==> src/hw/rtl/levg_pkg.sv <==
// ----------------------------------------------------------------------------
// levg_pkg: shared types and constants of the Lehmer exponential variate unit
// Field widths, the minimal standard LCG constants, the fixed log2 of the
// modulus bound and the sequencer state encoding.
// ----------------------------------------------------------------------------
`default_nettype none

package levg_pkg;

  localparam int SEED_W     = 31;
  localparam int VAL_W      = 32;
  localparam int CFG_IDX_W  = 2;
  localparam int CFG_DATA_W = 32;
  localparam int LOG_W      = 37;  // 5 integer bits, 32 fraction bits
  localparam int CNT_W      = 5;

  localparam logic [14:0]       LCG_MULT = 15'd16807;
  localparam logic [SEED_W-1:0] LCG_MOD  = 31'h7FFF_FFFF;
  localparam logic [31:0]       LN2_Q32  = 32'hB172_17F8;
  localparam logic [63:0]       RND_HALF = 64'h0000_0000_8000_0000;

  localparam logic [SEED_W-1:0] SEED_RST = 31'd1;
  localparam logic [VAL_W-1:0]  MEAN_RST = 32'd65536;

  typedef enum logic [CFG_IDX_W-1:0] {
    CFG_ARRIVAL_SEED = 2'd0,
    CFG_SESSION_SEED = 2'd1,
    CFG_ARRIVAL_MEAN = 2'd2,
    CFG_SESSION_MEAN = 2'd3
  } cfg_reg_t;

  typedef enum logic [3:0] {
    ST_IDLE,
    ST_SEED_MUL,
    ST_REDUCE,
    ST_NORM,
    ST_SQR,
    ST_DIFF,
    ST_LN_LO,
    ST_LN_HI,
    ST_LN_SUM,
    ST_SC_LO,
    ST_SC_HI,
    ST_SC_SUM
  } state_t;

  // Elaboration-time log2 in Q.32: leading one position, then 32 truncated
  // squarings of the Q1.31 mantissa.
  function automatic logic [LOG_W-1:0] log2_q32_f(input logic [31:0] v);
    logic [4:0]  k;
    logic [63:0] m;
    logic [31:0] frac;
    k    = 5'd0;
    frac = 32'd0;
    for (int i = 1; i < 32; i++) begin
      if ((v >> i) != 32'd0) begin
        k = i[4:0];
      end
    end
    m = 64'(v) << (5'd31 - k);
    for (int j = 0; j < 32; j++) begin
      m    = (m * m) >> 31;
      frac = {frac[30:0], m[32]};
      if (m[32]) begin
        m = m >> 1;
      end
    end
    return {k, frac};
  endfunction

  // log2(2 * modulus), the upper bound of every sample
  localparam logic [LOG_W-1:0] LOG2_TOP = log2_q32_f(32'hFFFF_FFFE);

endpackage

`default_nettype wire

==> src/hw/rtl/levg_if.sv <==
// ----------------------------------------------------------------------------
// levg_if: request and result channels of the Lehmer exponential variate unit
// Valid/ready channels; a transfer happens when valid and ready are both high.
// ----------------------------------------------------------------------------
`default_nettype none

interface levg_in_if;
  logic valid;
  logic ready;
  logic stream;

  modport source (output valid, output stream, input ready);
  modport sink   (input valid, input stream, output ready);
endinterface

interface levg_out_if;
  logic                           valid;
  logic                           ready;
  logic [levg_pkg::SEED_W-1:0]    uniform_value;
  logic [levg_pkg::VAL_W-1:0]     exp_value;
  logic                           saturated;

  modport source (output valid, output uniform_value, output exp_value,
                  output saturated, input ready);
  modport sink   (input valid, input uniform_value, input exp_value,
                  input saturated, output ready);
endinterface

`default_nettype wire

==> src/hw/rtl/lehmer_exponential_variate_gen_unit.sv <==
// One request is in flight at a time: a new request is taken only in the idle state,
// and the 32 mantissa squarings on the single shared 32x32 multiplier take most of the
// time spent on each request.
// A finished result waits in the output register while the next request is taken.
// Reset (synchronous, rst_n low): both stream seeds to 1, both means to 1.0 (Q16.16),
// sequencer idle, output channel empty.
// ----------------------------------------------------------------------------
// lehmer_exponential_variate_gen_unit: two-stream Park-Miller LCG with
// exponential variates by inversion
// A request names a stream; its seed advances by seed*16807 mod (2^31-1), and
// mean * -ln((seed+0.5)/(2^31-1)) is returned in saturating unsigned Q16.16.
// ----------------------------------------------------------------------------
`default_nettype none

module lehmer_exponential_variate_gen_unit (
  input  wire logic                                clk,
  input  wire logic                                rst_n,
  input  wire logic                                cfg_we,
  input  wire logic [levg_pkg::CFG_IDX_W-1:0]      cfg_index,
  input  wire logic [levg_pkg::CFG_DATA_W-1:0]     cfg_data,
  levg_in_if.sink                                  in_ch,
  levg_out_if.source                               out_ch
);

  import levg_pkg::*;

  // --------------------------------------------------------------------------
  // Registers
  // --------------------------------------------------------------------------
  state_t              state_r, state_nxt;
  logic [CNT_W-1:0]    cnt_r;           // normalise step / squaring count
  logic                sel_r;           // stream of the request in flight
  logic [SEED_W-1:0]   stream_seed_r [2];
  logic [VAL_W-1:0]    arrival_mean_r;
  logic [VAL_W-1:0]    session_mean_r;
  logic [SEED_W-1:0]   seed_r;          // new seed, returned as the uniform sample
  logic [31:0]         m_r;             // mantissa, Q1.31 once normalised
  logic [4:0]          shift_r;         // total normalising shift (31 - leading one)
  logic [31:0]         frac_r;          // log2 fraction bits, MSB first
  logic [63:0]         prod_r;          // registered multiplier output
  logic [31:0]         acc_r;           // rounded upper half of a low partial product
  logic [LOG_W-1:0]    d_r;             // -log2(u), Q.32
  logic [LOG_W-1:0]    l_r;             // -ln(u), Q.32
  logic                out_valid_r;
  logic [SEED_W-1:0]   out_uniform_r;
  logic [VAL_W-1:0]    out_exp_r;
  logic                out_sat_r;

  // --------------------------------------------------------------------------
  // Sequencer outputs
  // --------------------------------------------------------------------------
  logic        in_ready;
  logic        load_out;
  logic [31:0] mul_a;
  logic [31:0] mul_b;
  logic [63:0] mul_p;
  logic [VAL_W-1:0] mean_sel;

  assign mean_sel = sel_r ? session_mean_r : arrival_mean_r;

  // Next state
  always_comb begin
    state_nxt = state_r;
    case (state_r)
      ST_IDLE: begin
        if (in_ch.valid) begin
          state_nxt = ST_SEED_MUL;
        end
      end
      ST_SEED_MUL: state_nxt = ST_REDUCE;
      ST_REDUCE:   state_nxt = ST_NORM;
      ST_NORM: begin
        if (cnt_r == CNT_W'(4)) begin
          state_nxt = ST_SQR;
        end
      end
      ST_SQR: begin
        if (cnt_r == '1) begin
          state_nxt = ST_DIFF;
        end
      end
      ST_DIFF:   state_nxt = ST_LN_LO;
      ST_LN_LO:  state_nxt = ST_LN_HI;
      ST_LN_HI:  state_nxt = ST_LN_SUM;
      ST_LN_SUM: state_nxt = ST_SC_LO;
      ST_SC_LO:  state_nxt = ST_SC_HI;
      ST_SC_HI:  state_nxt = ST_SC_SUM;
      ST_SC_SUM: begin
        // hold until the output register is free
        if (!out_valid_r || out_ch.ready) begin
          state_nxt = ST_IDLE;
        end
      end
      default: state_nxt = ST_IDLE;
    endcase
  end

  // Sequencer outputs: multiplier operand selection and handshake
  always_comb begin
    in_ready = 1'b0;
    load_out = 1'b0;
    mul_a    = 32'd0;
    mul_b    = 32'd0;
    case (state_r)
      ST_IDLE: in_ready = 1'b1;
      ST_SEED_MUL: begin
        mul_a = {1'b0, stream_seed_r[sel_r]};
        mul_b = 32'(LCG_MULT);
      end
      ST_SQR: begin
        mul_a = m_r;
        mul_b = m_r;
      end
      ST_LN_LO: begin
        mul_a = d_r[31:0];
        mul_b = LN2_Q32;
      end
      ST_LN_HI: begin
        mul_a = 32'(d_r[LOG_W-1:32]);
        mul_b = LN2_Q32;
      end
      ST_SC_LO: begin
        mul_a = mean_sel;
        mul_b = l_r[31:0];
      end
      ST_SC_HI: begin
        mul_a = mean_sel;
        mul_b = 32'(l_r[LOG_W-1:32]);
      end
      ST_SC_SUM: load_out = !out_valid_r || out_ch.ready;
      default: begin
        in_ready = 1'b0;
      end
    endcase
  end

  // The one shared multiplier
  assign mul_p = 64'(mul_a) * 64'(mul_b);

  // --------------------------------------------------------------------------
  // Datapath helpers
  // --------------------------------------------------------------------------
  // Mersenne fold: hi*2^31 + lo == hi + lo (mod 2^31-1), one subtract at most
  logic [31:0]       fold_sum;
  logic [SEED_W-1:0] seed_new;
  assign fold_sum = 32'(prod_r[45:31]) + 32'(prod_r[30:0]);
  assign seed_new = (fold_sum >= 32'(LCG_MOD)) ? SEED_W'(fold_sum - 32'(LCG_MOD))
                                               : fold_sum[SEED_W-1:0];

  // Binary-search normalise: 16, 8, 4, 2, 1 bit steps
  logic        norm_hit;
  logic [31:0] norm_shl;
  logic [4:0]  norm_amt;
  always_comb begin
    case (cnt_r[2:0])
      3'd0: begin
        norm_hit = (m_r[31:16] == 16'd0);
        norm_shl = {m_r[15:0], 16'd0};
        norm_amt = 5'd16;
      end
      3'd1: begin
        norm_hit = (m_r[31:24] == 8'd0);
        norm_shl = {m_r[23:0], 8'd0};
        norm_amt = 5'd8;
      end
      3'd2: begin
        norm_hit = (m_r[31:28] == 4'd0);
        norm_shl = {m_r[27:0], 4'd0};
        norm_amt = 5'd4;
      end
      3'd3: begin
        norm_hit = (m_r[31:30] == 2'd0);
        norm_shl = {m_r[29:0], 2'd0};
        norm_amt = 5'd2;
      end
      default: begin
        norm_hit = !m_r[31];
        norm_shl = {m_r[30:0], 1'b0};
        norm_amt = 5'd1;
      end
    endcase
  end

  // Squaring step: drop 31 bits, renormalise by one when the square reaches 2.0
  logic [32:0] sq_t;
  logic [31:0] m_sq;
  assign sq_t = mul_p[63:31];
  assign m_sq = sq_t[32] ? sq_t[32:1] : sq_t[31:0];

  logic [LOG_W-1:0] log_low;
  assign log_low = {5'd31 - shift_r, frac_r};

  logic [31:0] rnd_hi;
  logic [63:0] rnd_sum;
  assign rnd_sum = prod_r + RND_HALF;
  assign rnd_hi  = rnd_sum[63:32];

  logic [LOG_W:0] res_sum;
  logic           res_sat;
  assign res_sum = (LOG_W+1)'(prod_r[LOG_W-1:0]) + (LOG_W+1)'(acc_r);
  assign res_sat = |res_sum[LOG_W:32];

  // --------------------------------------------------------------------------
  // Control registers
  // --------------------------------------------------------------------------
  always_ff @(posedge clk) begin
    if (!rst_n) begin
      state_r     <= ST_IDLE;
      cnt_r       <= '0;
      out_valid_r <= 1'b0;
    end else begin
      state_r <= state_nxt;
      case (state_r)
        ST_REDUCE: cnt_r <= '0;
        ST_NORM: begin
          if (cnt_r == CNT_W'(4)) begin
            cnt_r <= '0;
          end else begin
            cnt_r <= cnt_r + CNT_W'(1);
          end
        end
        ST_SQR:  cnt_r <= cnt_r + CNT_W'(1);
        default: cnt_r <= cnt_r;
      endcase
      if (load_out) begin
        out_valid_r <= 1'b1;
      end else if (out_ch.ready) begin
        out_valid_r <= 1'b0;
      end
    end
  end

  // Stream seeds and means: configuration writes, seed update per request
  always_ff @(posedge clk) begin
    if (!rst_n) begin
      stream_seed_r[0] <= SEED_RST;
      stream_seed_r[1] <= SEED_RST;
      arrival_mean_r   <= MEAN_RST;
      session_mean_r   <= MEAN_RST;
    end else begin
      if (cfg_we) begin
        case (cfg_index)
          CFG_ARRIVAL_SEED: stream_seed_r[0] <= cfg_data[SEED_W-1:0];
          CFG_SESSION_SEED: stream_seed_r[1] <= cfg_data[SEED_W-1:0];
          CFG_ARRIVAL_MEAN: arrival_mean_r   <= cfg_data[VAL_W-1:0];
          CFG_SESSION_MEAN: session_mean_r   <= cfg_data[VAL_W-1:0];
          default: begin
            arrival_mean_r <= arrival_mean_r;
          end
        endcase
      end else if (state_r == ST_REDUCE) begin
        stream_seed_r[sel_r] <= seed_new;
      end
    end
  end

  // --------------------------------------------------------------------------
  // Payload registers
  // --------------------------------------------------------------------------
  always_ff @(posedge clk) begin
    case (state_r)
      ST_IDLE: begin
        if (in_ch.valid) begin
          sel_r <= in_ch.stream;
        end
      end
      ST_SEED_MUL: prod_r <= mul_p;
      ST_REDUCE: begin
        seed_r  <= seed_new;
        m_r     <= {seed_new, 1'b1};   // 2*seed + 1, always odd
        shift_r <= 5'd0;
        frac_r  <= 32'd0;
      end
      ST_NORM: begin
        if (norm_hit) begin
          m_r     <= norm_shl;
          shift_r <= shift_r + norm_amt;
        end
      end
      ST_SQR: begin
        m_r    <= m_sq;
        frac_r <= {frac_r[30:0], sq_t[32]};
      end
      ST_DIFF: begin
        // clamp at zero when the sample sits at the top of the range
        d_r <= (LOG2_TOP > log_low) ? (LOG2_TOP - log_low) : '0;
      end
      ST_LN_LO: prod_r <= mul_p;
      ST_LN_HI: begin
        acc_r  <= rnd_hi;
        prod_r <= mul_p;
      end
      ST_LN_SUM: l_r <= prod_r[LOG_W-1:0] + LOG_W'(acc_r);
      ST_SC_LO:  prod_r <= mul_p;
      ST_SC_HI: begin
        acc_r  <= rnd_hi;
        prod_r <= mul_p;
      end
      ST_SC_SUM: begin
        if (load_out) begin
          out_uniform_r <= seed_r;
          out_exp_r     <= res_sat ? '1 : res_sum[31:0];
          out_sat_r     <= res_sat;
        end
      end
      default: begin
        m_r <= m_r;
      end
    endcase
  end

  // --------------------------------------------------------------------------
  // Ports
  // --------------------------------------------------------------------------
  assign in_ch.ready          = in_ready;
  assign out_ch.valid         = out_valid_r;
  assign out_ch.uniform_value = out_uniform_r;
  assign out_ch.exp_value     = out_exp_r;
  assign out_ch.saturated     = out_sat_r;

  // --------------------------------------------------------------------------
  // Assertions
  // --------------------------------------------------------------------------
  a_seed_reduced: assert property (@(posedge clk) disable iff (!rst_n)
    state_r == ST_REDUCE |=> seed_r != LCG_MOD)
    else $error("seed left unreduced after the Mersenne fold");

  a_mant_normalised: assert property (@(posedge clk) disable iff (!rst_n)
    state_r == ST_SQR |-> m_r[31])
    else $error("mantissa lost normalisation during squaring");

  a_result_origin: assert property (@(posedge clk) disable iff (!rst_n)
    $rose(out_valid_r) |-> $past(state_r == ST_SC_SUM))
    else $error("result appeared outside the final scaling step");

  a_sat_clips: assert property (@(posedge clk) disable iff (!rst_n)
    out_valid_r && out_sat_r |-> out_exp_r == '1)
    else $error("saturated result not clipped to full scale");

  a_busy_not_ready: assert property (@(posedge clk) disable iff (!rst_n)
    in_ch.valid && in_ready |=> !in_ready && state_r == ST_SEED_MUL)
    else $error("request transfer did not start the sequencer");

endmodule

`default_nettype wire
==> src/flat_wrapper.sv <==
// flat-port wrapper written by rule: the top's interface ports become plain ports
module lehmer_exponential_variate_gen_unit_flat import levg_pkg::*;
  (clk, rst_n, cfg_we, cfg_index, cfg_data, in_ch_valid, in_ch_stream, in_ch_ready, out_ch_valid, out_ch_uniform_value, out_ch_exp_value, out_ch_saturated, out_ch_ready);
  levg_in_if in_ch_i ();
  levg_out_if out_ch_i ();
  input  wire logic clk;
  input  wire logic rst_n;
  input  wire logic cfg_we;
  input  wire logic [levg_pkg::CFG_IDX_W-1:0] cfg_index;
  input  wire logic [levg_pkg::CFG_DATA_W-1:0] cfg_data;
  input wire logic [$bits(in_ch_i.valid)-1:0] in_ch_valid;
  input wire logic [$bits(in_ch_i.stream)-1:0] in_ch_stream;
  output wire logic [$bits(in_ch_i.ready)-1:0] in_ch_ready;
  output wire logic [$bits(out_ch_i.valid)-1:0] out_ch_valid;
  output wire logic [$bits(out_ch_i.uniform_value)-1:0] out_ch_uniform_value;
  output wire logic [$bits(out_ch_i.exp_value)-1:0] out_ch_exp_value;
  output wire logic [$bits(out_ch_i.saturated)-1:0] out_ch_saturated;
  input wire logic [$bits(out_ch_i.ready)-1:0] out_ch_ready;
  assign in_ch_i.valid = in_ch_valid;
  assign in_ch_i.stream = in_ch_stream;
  assign in_ch_ready = in_ch_i.ready;
  assign out_ch_valid = out_ch_i.valid;
  assign out_ch_uniform_value = out_ch_i.uniform_value;
  assign out_ch_exp_value = out_ch_i.exp_value;
  assign out_ch_saturated = out_ch_i.saturated;
  assign out_ch_i.ready = out_ch_ready;
  lehmer_exponential_variate_gen_unit u_core (.clk(clk), .rst_n(rst_n), .cfg_we(cfg_we), .cfg_index(cfg_index), .cfg_data(cfg_data), .in_ch(in_ch_i), .out_ch(out_ch_i));
endmodule
==> config.mk <==
export PLATFORM = sky130hd
export DESIGN_NAME = lehmer_exponential_variate_gen_unit_flat
export DESIGN_NICKNAME = d
export VERILOG_FILES = /design/src/hw/rtl/levg_pkg.sv /design/src/hw/rtl/levg_if.sv /design/src/hw/rtl/lehmer_exponential_variate_gen_unit.sv /design/src/flat_wrapper.sv
export SDC_FILE = /design/constraint.sdc
export NUM_CORES = 2
export LEC_CHECK = 0
export ABC_AREA = 1
export BUFFER_PORTS_ARGS = -buffer_cell sky130_fd_sc_hd__buf_2
export CAP_MARGIN = 20
export CORE_MARGIN = 2
export CORE_UTILIZATION = 45
export DETAILED_ROUTE_END_ITERATION = 10
export PLACE_DENSITY_LB_ADDON = 0.08
export SYNTH_ARGS = -nofsm -noshare
export SYNTH_HDL_FRONTEND = slang
export SYNTH_SLANG_ARGS = --single-unit
==> constraint.sdc <==
create_clock -name clk -period 13.05 [get_ports clk]
set_input_delay 2.61 -clock clk [delete_from_list [all_inputs] [get_ports clk]]
set_output_delay 2.61 -clock clk [all_outputs]
set_load 0.02 [all_outputs]
==> impl_metrics.env <==
export IMPL_status="finished clean"
export IMPL_dp_hpwl_um=194600
export IMPL_synth_edf_count=397
export IMPL_drv_slew=0
export IMPL_cp_start_kind="flip-flop"
export IMPL_cts_root_buf="clkbuf_16"
export IMPL_synth_top_family_by_area="adder cells"
export IMPL_slowest_stage="nand2_1"
export IMPL_timing_critical_path_from="u_core.state_r[2]"
export IMPL_syn_avg_cell_area_um2=8.048
export IMPL_cts_tree="yes"
export IMPL_viasPerCell=5.430
export IMPL_p_sw_frac=0.5797
export IMPL_synth_cells=7454
export IMPL_setup_tns_ns=0
export IMPL_synth_xor_area_frac=0.01896
export IMPL_min_from="u_core.seed_r[10]"
export IMPL_cts_hold_fix_buffers=0
export IMPL_port_buffers=105
export IMPL_wl_per_cell_um=25.62
export IMPL_relSlewSlack=0.2129
export IMPL_grt_max_degree=74
export IMPL_clock_fmax_mhz=86.66
export IMPL_grt_pass1_wl_um=348200
export IMPL_fin_nets=8748
export IMPL_gp_congestion=0.9852
export IMPL_grt_pass1_vias=51040
export IMPL_start_util=0.4546
export IMPL_syn_nets=8717
export IMPL_syn2layout_area_growth_pct=7.886
export IMPL_synth_fa_ha_area_frac=0.3676
export IMPL_fp_dieH_um=369.1
export IMPL_hold_end="u_core.out_ch.uniform_value[10]"
export IMPL_pwr_share_clk=0.114
export IMPL_pre_cts_ws_ns=1.595
export IMPL_drive_gt1_frac=0.05896
export IMPL_post_cts_resize_count=0
export IMPL_p_seq_frac=0.193
export IMPL_fin_cells=9287
export IMPL_synth_seq_cells=472
export IMPL_holdPathStages=0
export IMPL_htreeDepth=2
export IMPL_core_area_mm2=0.1320
export IMPL_worst_ir_drop_vdd_mv=0.1438
export IMPL_hold_slack_ns=0.4179
export IMPL_insertion_delay_ns=0.69
export IMPL_final_area_mm2=0.06472
export IMPL_worstPathArrival_ns=11.98
export IMPL_yosysUniqueCellTypes=57
export IMPL_clk_path_buf_depth=3
export IMPL_async_flop_share=0
export IMPL_rows=133
export IMPL_ant_nets=0
export IMPL_drtIter0Drc=4686
export IMPL_yosysMostFrequentCell="nand2_1"
export IMPL_finalSetupViolations=0
export IMPL_worstReg2RegEnd="u_core.m_r[5]"
export IMPL_intPower_mw=5.920
export IMPL_placed_area_mm2=0.06279
export IMPL_crit_fanout=24
export IMPL_gr_total_overflow=0
export IMPL_cts_buffers=56
export IMPL_finalCritPeriodShare=0.8843
export IMPL_track_usage=0.3524
export IMPL_synth_area_leaders="fa_1, edfxtp_1, nand2_1"
export IMPL_fin_skew_ns=0.08605
export IMPL_post_cts_setup_buffers=0
export IMPL_drc=0
export IMPL_hold_viol_final=0
export IMPL_wl_um=238000
export IMPL_vias=50430
export IMPL_worst_slew_pin_slew_ns=1.173
export IMPL_synth_compound_area_frac=0.05823
export IMPL_pin_count=106
export IMPL_synth_top_cell_by_area="fa_1"
export IMPL_synth_top_cell_area_share=0.3000
export IMPL_combPwrFrac=0.694
export IMPL_fin_ws_ns=1.510
export IMPL_powerDensity_mw_per_mm2=217.6
export IMPL_leakage_nw=31.85
export IMPL_reg2reg_from="u_core.state_r[2]"
export IMPL_dp_cells=9179
export IMPL_rrSetupSlack_ns=1.51
export IMPL_worst_path_largest_cell_delay_ns=0.63
export IMPL_yosys_warnings=0
export IMPL_seq_area_frac_synth=0.2237
export IMPL_die_area_mm2=0.1363
export IMPL_syn_area_mm2=0.05999
export IMPL_dr_pass1_iters=6
export IMPL_clock_sinks=472
export IMPL_hp_class="reg2reg"
export IMPL_synth_ff_type="edfxtp_1"
export IMPL_antenna_found_initial=8
export IMPL_endpoint_kind="flip-flop"
export IMPL_die_x_um=369.1
export IMPL_synth_area_mux_share=0.0006674
export IMPL_maxCapViolations=0
export IMPL_clk_pin_slew_ns=0.06
export IMPL_layout_min_cycle_time_ns=11.54
export IMPL_p_switching_mw=8.166
export IMPL_synth_common_cells="nand2_1, inv_1, nor2_1, fa_1, edfxtp_1"
export IMPL_cp_required_ns=13.49
export IMPL_path_class="reg2reg"
export IMPL_crit_top_cell="nand2_1"
export IMPL_synth_simple_area_share=0.2101
export IMPL_reg2reg_depth=39
export IMPL_grt_setup_unrepaired="false"
## stage by stage
step	total power, mW	util
after floorplan	8.185	-
after global placement	12.28	0.4753
after detailed placement	12.30	0.4758
after CTS	13.99	0.4900
after global routing	15.01	0.4904
final	14.09	0.4905
## kinds of logic after synthesis
kind of cell / count (synthesis)
xor+xnor: 129
flops: 472
simple gates: 3109
mux: 4
buf+inv: 1897
fa+ha+maj: 1223
compound gates: 620
## how the worst max path moves through the flow
| stage | cells after the start | end | slack [ns] |
|---|---|---|---|
| 2_1_floorplan | 40 | u_core.m_r[20] | 4.66 |
| 3_3_place_gp | 40 | u_core.m_r[3] | 1.64 |
| 3_5_place_dp | 42 | u_core.m_r[16] | 1.60 |
| 4_1_cts | 42 | u_core.m_r[16] | 1.61 |
| 5_1_grt | 39 | u_core.m_r[6] | 0.83 |
| 6_report | 39 | u_core.m_r[5] | 1.51 |
## sequential cells by signal (all words and copies together) (netlist names), 4 cells and up, named ones only
signal and cells:
u_core.prod_r 64, u_core.out_ch.uniform_value 31, u_core.seed_r 31, u_core.cnt_r 5, u_core.d_r 37, u_core.m_r 32, u_core.shift_r 5, u_core.out_ch.exp_value 32
u_core.session_mean_r 32, u_core.stream_seed_r 62, u_core.state_r 4, u_core.l_r 37, u_core.frac_r 32, u_core.arrival_mean_r 32, u_core.acc_r 32
## power by group through the flow
stage | Sequential, mW | Combinational [mW] | Clock (mW)
floorplan | 2.47 | 5.71 | 0
global placement | 2.71 | 9.57 | 0
detailed placement | 2.71 | 9.60 | 0
CTS | 2.69 | 9.68 | 1.63
global route | 2.72 | 10.6 | 1.68
finish | 2.71 | 9.77 | 1.60
## worst max-delay path: cells and delay by family (launching register included)
kind	cells	cell delay, ns
buf+inv	11	2.28
simple gates	14	2.94
compound gates	5	1.09
fa+ha+maj	9	4.58
flops	1	0.38
## cell usage in the layout, fill, tap and decap left out, drive strengths merged, types with 19 or more instances in the layout
master     n
nand2   1769
and2      19
xnor2     35
fa       899
clkinv    31
o21ai    214
nand4     54
nor3      45
nor4      22
edfxtp   397
clkbuf    79
a21oi    242
buf      246
inv     1612
xor2      94
nor2     925
nand3    238
o22ai     36
dfxtp     75
ha       324
## layout make-up
class	count	area (µm²)
repair buffers	246	1659
diodes	2	5.005
flip-flops and latches	472	13420
clock inverters	24	291.5
multi-input cells	5085	39470
clock buffers	79	1580
fillers	13030	67240
inverters	1624	6096
well taps	1755	2196
## layer usage
metal	vias to the layer above	GRT usage	part of all wire
li1	22630	-	-
met1	25330	0.4798	0.42
met2	2053	0.5601	0.45
met3	418	0.06488	0.077
met4	6	0.1323	0.045
met5	-	0	0.00017
No activity file was read; power rests on OpenSTA's default activity.
